<file path="src/sv/elt_pkg.sv">
package elt_pkg;

  localparam int TABLE_ENTRIES_DEF = 16;
  localparam int HANDLE_W          = 4;
  localparam logic [15:0] LIFETIME_RESET = 16'd300;  // 5 * 60

  typedef enum logic [1:0] {
    CMD_ACQUIRE = 2'd0,
    CMD_RENEW   = 2'd1,
    CMD_RELEASE = 2'd2
  } cmd_e;

  typedef enum logic [2:0] {
    ST_GRANTED  = 3'd0,
    ST_HELD     = 3'd1,
    ST_BROKEN   = 3'd2,
    ST_FULL     = 3'd3,
    ST_RELEASED = 3'd4
  } status_e;

  typedef struct packed {
    logic [1:0]          command;
    logic [7:0]          fs_id;
    logic [63:0]         key_path;
    logic [HANDLE_W-1:0] lease_handle;
    logic [31:0]         now_time;
  } elt_in_t;

  typedef struct packed {
    logic [2:0]          status;
    logic [HANDLE_W-1:0] granted_handle;
  } elt_out_t;

  // One stored lease.
  typedef struct packed {
    logic [7:0]  owner_fs;
    logic [63:0] locked_path;
    logic [31:0] expiry_time;
  } elt_entry_t;

  // Compare unit flags.
  typedef struct packed {
    logic key_eq;
    logic owner_eq;
    logic unexpired;
  } elt_cmp_t;

endpackage

</file>
<file path="src/sv/elt_mem.sv">
module elt_mem #(
  parameter int DEPTH = elt_pkg::TABLE_ENTRIES_DEF,
  parameter int IW    = $clog2(DEPTH)
) (
  input  logic                clk_i,
  input  logic                we_i,
  input  logic [IW-1:0]       waddr_i,
  input  elt_pkg::elt_entry_t wdata_i,
  input  logic                re_i,
  input  logic [IW-1:0]       raddr_i,
  output elt_pkg::elt_entry_t rdata_o
);
  import elt_pkg::*;

  elt_entry_t mem_q [DEPTH];
  elt_entry_t rdata_q;

  always_ff @(posedge clk_i) begin
    if (we_i) begin
      mem_q[waddr_i] <= wdata_i;
    end
    if (re_i) begin
      rdata_q <= mem_q[raddr_i];
    end
  end

  assign rdata_o = rdata_q;

endmodule

</file>
<file path="src/sv/elt_match.sv">
// Shared compare unit: key match, expiry check and new expiry.
module elt_match (
  input  elt_pkg::elt_entry_t entry_i,
  input  logic [7:0]          fs_id_i,
  input  logic [63:0]         key_path_i,
  input  logic [31:0]         now_time_i,
  input  logic [15:0]         lifetime_i,
  output elt_pkg::elt_cmp_t   cmp_o,
  output logic [31:0]         new_expiry_o
);
  import elt_pkg::*;

  always_comb begin
    cmp_o.owner_eq  = (entry_i.owner_fs == fs_id_i);
    cmp_o.key_eq    = cmp_o.owner_eq && (entry_i.locked_path == key_path_i);
    cmp_o.unexpired = (entry_i.expiry_time >= now_time_i);
  end

  // wraps in 32 bits
  assign new_expiry_o = now_time_i + {16'd0, lifetime_i};

endmodule

</file>
<file path="src/sv/exclusive_lease_table_top.sv">
// Channel   Handshake            Payload
// ------    -------------------  -----------------------------------------
// request   start_i / busy_o     req_i (elt_in_t): command, fs_id, key_path,
//                                lease_handle, now_time
// result    done_o (strobe)      rsp_o (elt_out_t): status, granted_handle
// config    cfg_we_i             cfg_wdata_i: lease_lifetime (16 bits)
//
// Acquire reads every slot once through the registered-read lease memory, then
// allocates in S_ALLOC, or ends sooner if a live lease refuses. Renew reads its
// slot in S_RN_RD and checks it in S_RN_CK; release and unknown command answer
// straight from S_IDLE.
// done_o pulses one cycle, the receiver cannot stall it; a new item may start then.
// Reset clears used/live bits, lifetime to 300; data of free slots is never used.
module exclusive_lease_table_top #(
  parameter int TABLE_ENTRIES = elt_pkg::TABLE_ENTRIES_DEF
) (
  input  logic             clk_i,
  input  logic             rst_ni,
  input  logic             start_i,
  output logic             busy_o,
  input  elt_pkg::elt_in_t req_i,
  output logic             done_o,
  output elt_pkg::elt_out_t rsp_o,
  input  logic             cfg_we_i,
  input  logic [15:0]      cfg_wdata_i
);
  import elt_pkg::*;

  localparam int IW    = $clog2(TABLE_ENTRIES);
  // 4-bit handles reach only the first 16 slots
  localparam int LIMIT = (TABLE_ENTRIES < 16) ? TABLE_ENTRIES : 16;
  localparam logic [IW-1:0] LAST = IW'(TABLE_ENTRIES - 1);

  typedef enum logic [4:0] {
    S_IDLE  = 5'b00001,
    S_SCAN  = 5'b00010,
    S_ALLOC = 5'b00100,
    S_RN_RD = 5'b01000,
    S_RN_CK = 5'b10000
  } state_e;

  state_e state_q, state_d;
  elt_in_t req_q, req_d;
  elt_out_t rsp_q, rsp_d;
  logic done_q, done_d;
  logic [15:0] life_q, life_d;
  logic [TABLE_ENTRIES-1:0] used_q, used_d, live_q, live_d;

  // scan pipeline: read stage and compare stage
  logic rd_act_q, rd_act_d;
  logic [IW-1:0] rd_idx_q, rd_idx_d;
  logic cmp_v_q, cmp_v_d;
  logic [IW-1:0] cmp_idx_q, cmp_idx_d;
  // lowest free slot seen so far
  logic free_v_q, free_v_d;
  logic [IW-1:0] free_idx_q, free_idx_d;

  logic mem_re, mem_we;
  logic [IW-1:0] mem_raddr, mem_waddr;
  elt_entry_t mem_wdata, mem_rdata;
  elt_cmp_t cmp;
  logic [31:0] new_exp;

  logic [IW-1:0] h_idx, in_h_idx;
  logic h_ok, in_h_ok, refuse;

  elt_mem #(
    .DEPTH(TABLE_ENTRIES),
    .IW   (IW)
  ) u_mem (
    .clk_i  (clk_i),
    .we_i   (mem_we),
    .waddr_i(mem_waddr),
    .wdata_i(mem_wdata),
    .re_i   (mem_re),
    .raddr_i(mem_raddr),
    .rdata_o(mem_rdata)
  );

  elt_match u_match (
    .entry_i     (mem_rdata),
    .fs_id_i     (req_q.fs_id),
    .key_path_i  (req_q.key_path),
    .now_time_i  (req_q.now_time),
    .lifetime_i  (life_q),
    .cmp_o       (cmp),
    .new_expiry_o(new_exp)
  );

  assign h_idx    = IW'(req_q.lease_handle);
  assign h_ok     = int'(req_q.lease_handle) < TABLE_ENTRIES;
  assign in_h_idx = IW'(req_i.lease_handle);
  assign in_h_ok  = int'(req_i.lease_handle) < TABLE_ENTRIES;

  always_comb begin
    state_d    = state_q;
    req_d      = req_q;
    rsp_d      = rsp_q;
    done_d     = 1'b0;
    life_d     = cfg_we_i ? cfg_wdata_i : life_q;
    used_d     = used_q;
    live_d     = live_q;
    rd_act_d   = rd_act_q;
    rd_idx_d   = rd_idx_q;
    cmp_v_d    = 1'b0;
    cmp_idx_d  = cmp_idx_q;
    free_v_d   = free_v_q;
    free_idx_d = free_idx_q;
    refuse     = 1'b0;
    mem_re     = 1'b0;
    mem_raddr  = rd_idx_q;
    mem_we     = 1'b0;
    mem_waddr  = free_idx_q;
    mem_wdata  = '{owner_fs: req_q.fs_id, locked_path: req_q.key_path,
                   expiry_time: new_exp};

    case (state_q)
      S_IDLE: begin
        if (start_i) begin
          req_d = req_i;
          case (req_i.command)
            CMD_ACQUIRE: begin
              state_d  = S_SCAN;
              rd_act_d = 1'b1;
              rd_idx_d = '0;
              free_v_d = 1'b0;
            end
            CMD_RENEW: begin
              state_d = S_RN_RD;
            end
            CMD_RELEASE: begin
              if (in_h_ok) begin
                used_d[in_h_idx] = 1'b0;
                live_d[in_h_idx] = 1'b0;
              end
              done_d = 1'b1;
              rsp_d  = '{status: ST_RELEASED, granted_handle: '0};
            end
            default: begin
              done_d = 1'b1;
              rsp_d  = '{status: ST_HELD, granted_handle: '0};
            end
          endcase
        end
      end

      S_SCAN: begin
        mem_re    = rd_act_q;
        mem_raddr = rd_idx_q;
        if (rd_act_q) begin
          if (rd_idx_q == LAST) begin
            rd_act_d = 1'b0;
          end else begin
            rd_idx_d = rd_idx_q + IW'(1);
          end
        end
        cmp_v_d   = rd_act_q;
        cmp_idx_d = rd_idx_q;

        if (cmp_v_q) begin
          if (used_q[cmp_idx_q] && live_q[cmp_idx_q] && cmp.key_eq) begin
            if (cmp.unexpired) begin
              refuse = 1'b1;
            end else begin
              live_d[cmp_idx_q] = 1'b0;  // stale lease loses its key
            end
          end
          if (!used_q[cmp_idx_q] && !free_v_q && (int'(cmp_idx_q) < LIMIT)) begin
            free_v_d   = 1'b1;
            free_idx_d = cmp_idx_q;
          end
          if (refuse) begin
            state_d  = S_IDLE;
            rd_act_d = 1'b0;
            cmp_v_d  = 1'b0;
            done_d   = 1'b1;
            rsp_d    = '{status: ST_HELD, granted_handle: '0};
          end else if (cmp_idx_q == LAST) begin
            state_d = S_ALLOC;
          end
        end
      end

      S_ALLOC: begin
        if (free_v_q) begin
          mem_we             = 1'b1;
          mem_waddr          = free_idx_q;
          used_d[free_idx_q] = 1'b1;
          live_d[free_idx_q] = 1'b1;
          rsp_d = '{status: ST_GRANTED, granted_handle: HANDLE_W'(free_idx_q)};
        end else begin
          rsp_d = '{status: ST_FULL, granted_handle: '0};
        end
        done_d  = 1'b1;
        state_d = S_IDLE;
      end

      S_RN_RD: begin
        mem_re    = 1'b1;
        mem_raddr = h_idx;
        state_d   = S_RN_CK;
      end

      S_RN_CK: begin
        if (h_ok && used_q[h_idx] && live_q[h_idx] && cmp.unexpired && cmp.owner_eq) begin
          mem_we    = 1'b1;
          mem_waddr = h_idx;
          mem_wdata = '{owner_fs: mem_rdata.owner_fs,
                        locked_path: mem_rdata.locked_path,
                        expiry_time: new_exp};
          rsp_d     = '{status: ST_GRANTED, granted_handle: '0};
        end else begin
          rsp_d     = '{status: ST_BROKEN, granted_handle: '0};
        end
        done_d  = 1'b1;
        state_d = S_IDLE;
      end

      default: begin
        state_d = S_IDLE;
      end
    endcase
  end

  always_ff @(posedge clk_i or negedge rst_ni) begin
    if (!rst_ni) begin
      state_q  <= S_IDLE;
      done_q   <= 1'b0;
      life_q   <= LIFETIME_RESET;
      used_q   <= '0;
      live_q   <= '0;
      rd_act_q <= 1'b0;
      cmp_v_q  <= 1'b0;
      free_v_q <= 1'b0;
    end else begin
      state_q  <= state_d;
      done_q   <= done_d;
      life_q   <= life_d;
      used_q   <= used_d;
      live_q   <= live_d;
      rd_act_q <= rd_act_d;
      cmp_v_q  <= cmp_v_d;
      free_v_q <= free_v_d;
    end
  end

  always_ff @(posedge clk_i) begin
    req_q      <= req_d;
    rsp_q      <= rsp_d;
    rd_idx_q   <= rd_idx_d;
    cmp_idx_q  <= cmp_idx_d;
    free_idx_q <= free_idx_d;
  end

  assign busy_o = (state_q != S_IDLE);
  assign done_o = done_q;
  assign rsp_o  = rsp_q;

endmodule

</file>
<file path="config.mk">
export PLATFORM = sky130hd
export DESIGN_NAME = exclusive_lease_table_top
export DESIGN_NICKNAME = d
export VERILOG_FILES = /design/src/sv/elt_pkg.sv /design/src/sv/elt_mem.sv /design/src/sv/elt_match.sv /design/src/sv/exclusive_lease_table_top.sv
export SDC_FILE = /design/constraint.sdc
export NUM_CORES = 2
export LEC_CHECK = 0
export BUFFER_PORTS_ARGS = -buffer_cell sky130_fd_sc_hd__buf_4
export CAP_MARGIN = 20
export CORE_MARGIN = 1.5
export CORE_UTILIZATION = 55
export CTS_CLUSTER_SIZE = 12
export DETAILED_ROUTE_END_ITERATION = 10
export MAX_ROUTING_LAYER = met4
export PLACE_DENSITY = 0.7
export SKIP_LAST_GASP = 1
export SLEW_MARGIN = 20
export SYNTH_ARGS = -nofsm -noshare
export SYNTH_HDL_FRONTEND = slang
export SYNTH_SLANG_ARGS = --single-unit
</file>
<file path="constraint.sdc">
create_clock -name clk_i -period 16.5 [get_ports clk_i]
set_input_delay 2.475 -clock clk_i [delete_from_list [all_inputs] [get_ports clk_i]]
set_output_delay 2.475 -clock clk_i [all_outputs]
set_load 0.01 [all_outputs]
</file>
* Yosys cells after proc, flatten, opt, wreduce, memory -nomap -nowiden
Memory sizes are Yosys's and may differ from the RTL's. A register that Yosys moved wholly into a read port is not among the register bits.
Index checks and enable logic that the tools add are counted.
** Storage, ports and cells
- Register bits after elaboration :: 184
- Bits in writable memories :: 1664
- Input port bits :: 130
- Output and inout port bits :: 9
- Word-level logic and storage cells :: 167
- Memories :: 1
** Memory list
- u_mem.mem_q :: words 16, bits a word 104, rd ports 1, clocked after memory_dff 1, write ports 1, RTL line elt_mem.sv:15 : elt_entry_t mem_q [DEPTH];
** Operators by class
- Add/sub/neg operators :: 2
- $lt $le $gt $ge :: 8
- Equality and inequality tests :: 26
- Multiplexer cells :: 78
- Bitwise gates (word level) :: 7
- Reductions and logical operators :: 28
** Operator list (count)
- $mux W104 :: 2
- $mux W16 :: 9
- $eq A64 B64 Y1 :: 1
- $and A16 B16 Y16 :: 3
- $pmux W16 S3 :: 1
- $add A32 B16 Y32 :: 1
- $ge A32 B32 Y1 :: 1
- $mux W1 :: 32
- $not A16 Y16 :: 2
- $or A16 B16 Y16 :: 2
- $pmux W16 S2 :: 1
- $mux W4 :: 7
- $pmux W7 S4 :: 1
- $mux W7 :: 3
- $lt A4 B5 Y1 const B :: 4
- $mux W5 :: 4
- $ne A2 B2 Y1 const B :: 10
- $bmux W1 S4 :: 4
- $pmux W5 S3 :: 1
- $reduce_and A5 Y1 :: 3
- $pmux W7 S2 :: 1
- $demux W1 S4 :: 3
- $ge A4 B1 Y1 const B :: 3
- $mux W6 :: 2
- other kinds (29) :: 48

* Depth between registers and ports, before layout
- Depth after elaboration :: 10
- Gate-level depth with buffers :: 12
- Mapped depth without buffers :: 11

* By module
A second synthesis with hierarchy kept.
** Unflattened totals
- Cells, all modules :: 3619
- Area total of the unflattened synthesis :: 76301.9 um^2
** Modules (own cells, without submodules)
- elt_mem :: times used 1, cells an instance 2662, area each 65298.9 um^2, sequential area each 53090.9 um^2
- exclusive_lease_table_top :: times used 1, cells an instance 603, area each 8310.5 um^2, sequential area each 5246.3 um^2
- elt_match :: times used 1, cells an instance 354, area each 2692.6 um^2, sequential area each 0.0 um^2

* Worst setup path before layout
Ideal clock, no wire load.
- Path type :: flip-flop to flip-flop
- Start point :: register req_q[29] (netlist bit)
- End point :: memory u_mem.mem_q[4][0] (netlist bit) (enable)
- Library setup time :: 0.849 ns
- Data arrival time :: 12.371 ns
- Required time :: 15.651 ns
- Setup slack :: 3.281 ns
- Cell stages (with the launch flop) :: 11
- Path buffers :: 1
- Clock period less this slack :: 13.219 ns
- Path through :: edfxtp_1 -> inv_1 -> ha_1 -> and4_1 -> nand4_1 -> nor3_1 -> a21oi_1 -> nor3_1 -> nand2b_1 -> clkbuf_1 -> o41ai_1
** Between the ends
- Cells in the longest elaborated chain, start to end :: 7
- Elaborated cells between the ends (all ways) :: 9
- Classes of those cells :: order compare (1); mux (6); reduce/logical (2)
** RTL lines
- from (decl) :: RTL line exclusive_lease_table_top.sv:43 : elt_in_t req_q, req_d;
- from (signal assigned) :: RTL line exclusive_lease_table_top.sv:248 : req_q <= req_d;
- $ge A32 B32 Y1 * :: RTL line elt_match.sv:16 : cmp_o.unexpired = (entry_i.expiry_time >= now_time_i);
- $logic_and A1 B1 Y1 * (2 in a row) :: RTL line exclusive_lease_table_top.sv:205 : if (h_ok && used_q[h_idx] && live_q[h_idx] && cmp.unexpired && cmp.owner_eq) begin
- $mux W1 :: RTL line exclusive_lease_table_top.sv:205
- $pmux W1 S2 :: RTL line exclusive_lease_table_top.sv:117 : case (state_q)
- $mux W1 :: RTL line elt_mem.sv:19 : if (we_i) begin
- $mux W1 (implied by the code) :: RTL line elt_mem.sv:20 : mem_q[waddr_i] <= wdata_i;
- to (decl) :: RTL line elt_mem.sv:15
Every way passes the cells marked *; elsewhere a longest branch is shown, timed or not.

* Worst setup path in the final report
- Start point :: register state_q[1]
- End point :: register, netlist name u_mem.rdata_o[97]
** Between the ends
- Cells in the longest elaborated chain, start to end :: 2
- Elaborated cells between the ends (all ways) :: 4
- Classes of those cells :: eq/ne (2); mux (2)
** RTL lines
- from (decl) :: RTL line exclusive_lease_table_top.sv:42 : state_e state_q, state_d;
- from (signal assigned) :: RTL line exclusive_lease_table_top.sv:236 : state_q <= state_d;
- $eq A5 B4 Y1 or $eq A5 B2 Y1 (tied branches) :: RTL line exclusive_lease_table_top.sv:117
- $pmux W1 S2 or $mux W4 (tied branches) :: RTL line exclusive_lease_table_top.sv:117
Parallel ways exist; a longest one is shown, timed or not.
A chain may end at the register's enable or synchronous reset.

==> run_results.csv <==
group,metric,value,unit
run_status,status,"complete, no violations",
yosys,synth.largest_area_cell,"edfxtp_1",
job,maxCapViolCount,0,
routing,drtAntennaViolNets,0,
clock_network,cts_tree,"done",
floorplan,core.rowCount,137,
yosys,synth_cell_types,65,
global_routing,grt_pass1_wl,253000,microns
timing,fmax,184,MHz
clock_network,cts_resized,0,
global_routing,antenna_found_initial,4,
global_routing,grt_use_total,25.3,%
finish,layout.nets,4209,
clock_network,cts.clk_slew.worst_paths,0.06,ns
min_path,hp-class,"reg2reg",
critical_path,crit_fanout,44,
routing,met2WireLength,84500,microns
clock_network,cts-root-buf,"clkbuf_16",
critical_path,critical_path_required,17.02,ns
timing,rsz0062_at_grt,"false",
routing,drtIter0Drc,3784,
timing,layout_min_cycle_time,5.43,ns
floorplan,dieArea,143000,sq um
critical_path,crit_path_start_kind,"flip-flop",
clock_network,cts_buffers,194,
pwr,vdd_ir_drop_max,0.101,mV
floorplan,start_util,55.4,%
floorplan,die_h,378,microns
global_routing,grt_overflow_total,0,
clock_network,hold_buffers,0,
finish,layout-drive-gt1-share,23.4,%
yosys,synth-main-ff-cell,"edfxtp_1",
finish,syn_to_final_growth,11.4,%
timing,clock_skew,0.0251,ns
place,dpl.hpwl,87300,microns
yosys,synth_edf_count,1895,
timing,fin_tns_setup,0,ns
yosys,synth-seq-area-share,75.5,%
routing,highest_layer,"met4",
routing,num_vias,38000,
yosys,syn_inst,3825,
yosys,synth_fp_nets,4005,
routing,viasPerCell,6.32,
routing,met3_length,13800,microns
timing,final_max_slew_viol_count,0,
routing,met1Wirelength,70200,microns
routing,drt-total-wl,172000,microns
global_routing,grt_max_degree,150,
critical_path,endpoint_kind,"flip-flop",
timing,slew_headroom,19.2,%
clock_network,insertion_delay,0.82,ns
place,io_buffers,138,
routing,post-route-drc-count,0,
timing,worst_pin_slew,1.20,ns
finish,design_area,86100,sq um
floorplan,ios,139,
yosys,ys_warn_count,0,
yosys,synth_top_area_share,73.7,%
place,gp_congestion,0.877,
timing,layout_worst_path_cycle_share,32.9,%
yosys,ys_ff_latch,1952,
yosys,netlist_area,77300,sq um
floorplan,core_area,140000,sq um
clock_network,h-tree-depth,4,
routing,dr.pass1.iters,5,
yosys,ys_top_cells_by_area,"edfxtp_1 (74%), mux4_2 (12%), dfrtp_1 (1.7%)",
global_routing,grt_pass1_vias,38800,
timing,setup_viol,0,
critical_path,path_class,"reg2reg",
routing,wl_per_cell,28.6,microns
place,placed_area,80400,sq um
pwr,power_density,127,nW/um^2
floorplan,die-width,378,microns
timing,finalHoldViolCount,0,
pwr,leakagePower,0.0275,uW
clock_network,cts_num_sinks,1952,
yosys,synthArstFlopShare,2.92,%
clock_network,cts_setup_buffers,0,
yosys,syn_avg_cell_area,20.2,sq um
clock_network,cts_buffer_depth,3,
critical_path,crit_arrival,5.95,ns
[logic make-up after synthesis]
family	after synthesis	synth area share, %
AO/OA/AOI/OAI	384	3.33
XOR/XNOR	102	1.16
adder cells (fa/ha/maj)	50	0.819
buffers and inverters	248	1.84
flip-flops	1952	75.5
multiplexers	512	13.7
AND/OR/NAND/NOR	577	3.61
[worst max-delay path, stage by stage, from the launching register on]
cell and delay [ns]:
dfrtp_1 0.41, nor3_2 0.30, nand3b_4 0.27, mux2i_4 0.43, clkbuf_16 0.28, buf_4 0.73, buf_4 0.80, buf_4 0.72
mux4_2 0.59, and2_1 0.17, a211oi_1 0.26, a31oi_1 0.07
[report_power, final]
group	leakage (uW)	total, uW	internal, uW	switching [uW]
Combinational	0.00700	1150	435	711
Sequential	0.0178	5850	5750	98.5
Clock	0.00268	3950	2170	1780
[cells in the final DEF (no fill, tap or decap), drive strengths merged, types with 49 or more instances in the layout]
cell	n
mux4	428
edfxtp	1895
xnor2	91
a31oi	113
dfrtp	52
buf	212
nand2	281
a21oi	54
mux2	79
and2	109
a211oi	108
clkbuf	247
ha	49
[state kept, by name (all words and copies together), names as in the netlist]
name	count
cmp_idx_q	4
cmp_v_q	1
done_o	1
free_idx_q	4
free_v_q	1
h_idx	4
life_q	16
live_q	16
rd_act_q	1
rd_idx_q	4
req_q	104
rsp_o	7
state_q	5
u_mem.mem_q	1664
u_mem.rdata_o	104
used_q	16
[synthesized netlist by cell type, types with 45 or more instances]
| master | count |
|---|---|
| a211oi_1 | 108 |
| a31oi_1 | 113 |
| and2_1 | 102 |
| buf_2 | 48 |
| clkbuf_1 | 97 |
| dfrtp_1 | 52 |
| edfxtp_1 | 1895 |
| ha_1 | 49 |
| mux4_2 | 422 |
| nand2_1 | 279 |
| o21ai_0 | 45 |
| xnor2_1 | 91 |
[metal layers]
layer / track usage, % / vias to the layer above
li1: - / 16000
met1: 34.6 / 20100
met2: 39.7 / 1616
met3: 4.58 / 248
met4: 6.65 / 0
met5: - / -
[area by class of cell]
class | count | area, sq um
inverters | 43 | 161
diodes | 1 | 2.50
repair buffers | 213 | 1760
clock inverters | 57 | 460
multi-input cells | 1625 | 17900
fillers | 9731 | 53500
clock buffers | 246 | 5080
flip-flops and latches | 1952 | 58300
well taps | 1876 | 2350
[path summary, 6_finish.rpt]
kind | start | endpoint | slack, ns | depth (start not counted)
max | state_q[1]$_DFFE_PN0P_ | u_mem.rdata_o[97]$_DFFE_PP_ | 11.07 | 11
min | life_q[13]$_DFFE_PN0P_ | life_q[13]$_DFFE_PN0P_ | 0.52 | 1
max reg2reg | state_q[1]$_DFFE_PN0P_ | u_mem.rdata_o[97]$_DFFE_PP_ | 11.07 | 11
min reg2reg | life_q[13]$_DFFE_PN0P_ | life_q[13]$_DFFE_PN0P_ | 0.52 | 1
max in group asynchronous | rst_ni | live_q[15]$_DFFE_PN0P_ | 14.11 | 1
min in group asynchronous | rst_ni | life_q[0]$_DFFE_PN0P_ | 1.72 | 1
[per-stage QoR]
step | setup slack (ns) | instances | util [%] | hold slack (ns) | power (uW)
5_1_grt | 10.59 | 6013 | 61.7 | 0.543 | 11300
3_5_place_dp | 10.54 | 5708 | 57.6 | 0.512 | 7100
4_1_cts | 10.56 | 6011 | 61.6 | 0.526 | 11000
2_1_floorplan | 3.28 | 3825 | - | 0.421 | 6720
3_3_place_gp | 10.69 | 5707 | 57.6 | 0.502 | 7070
6_report | 11.07 | 6013 | 61.7 | 0.520 | 10900
(Power assumes the default switching activity.)
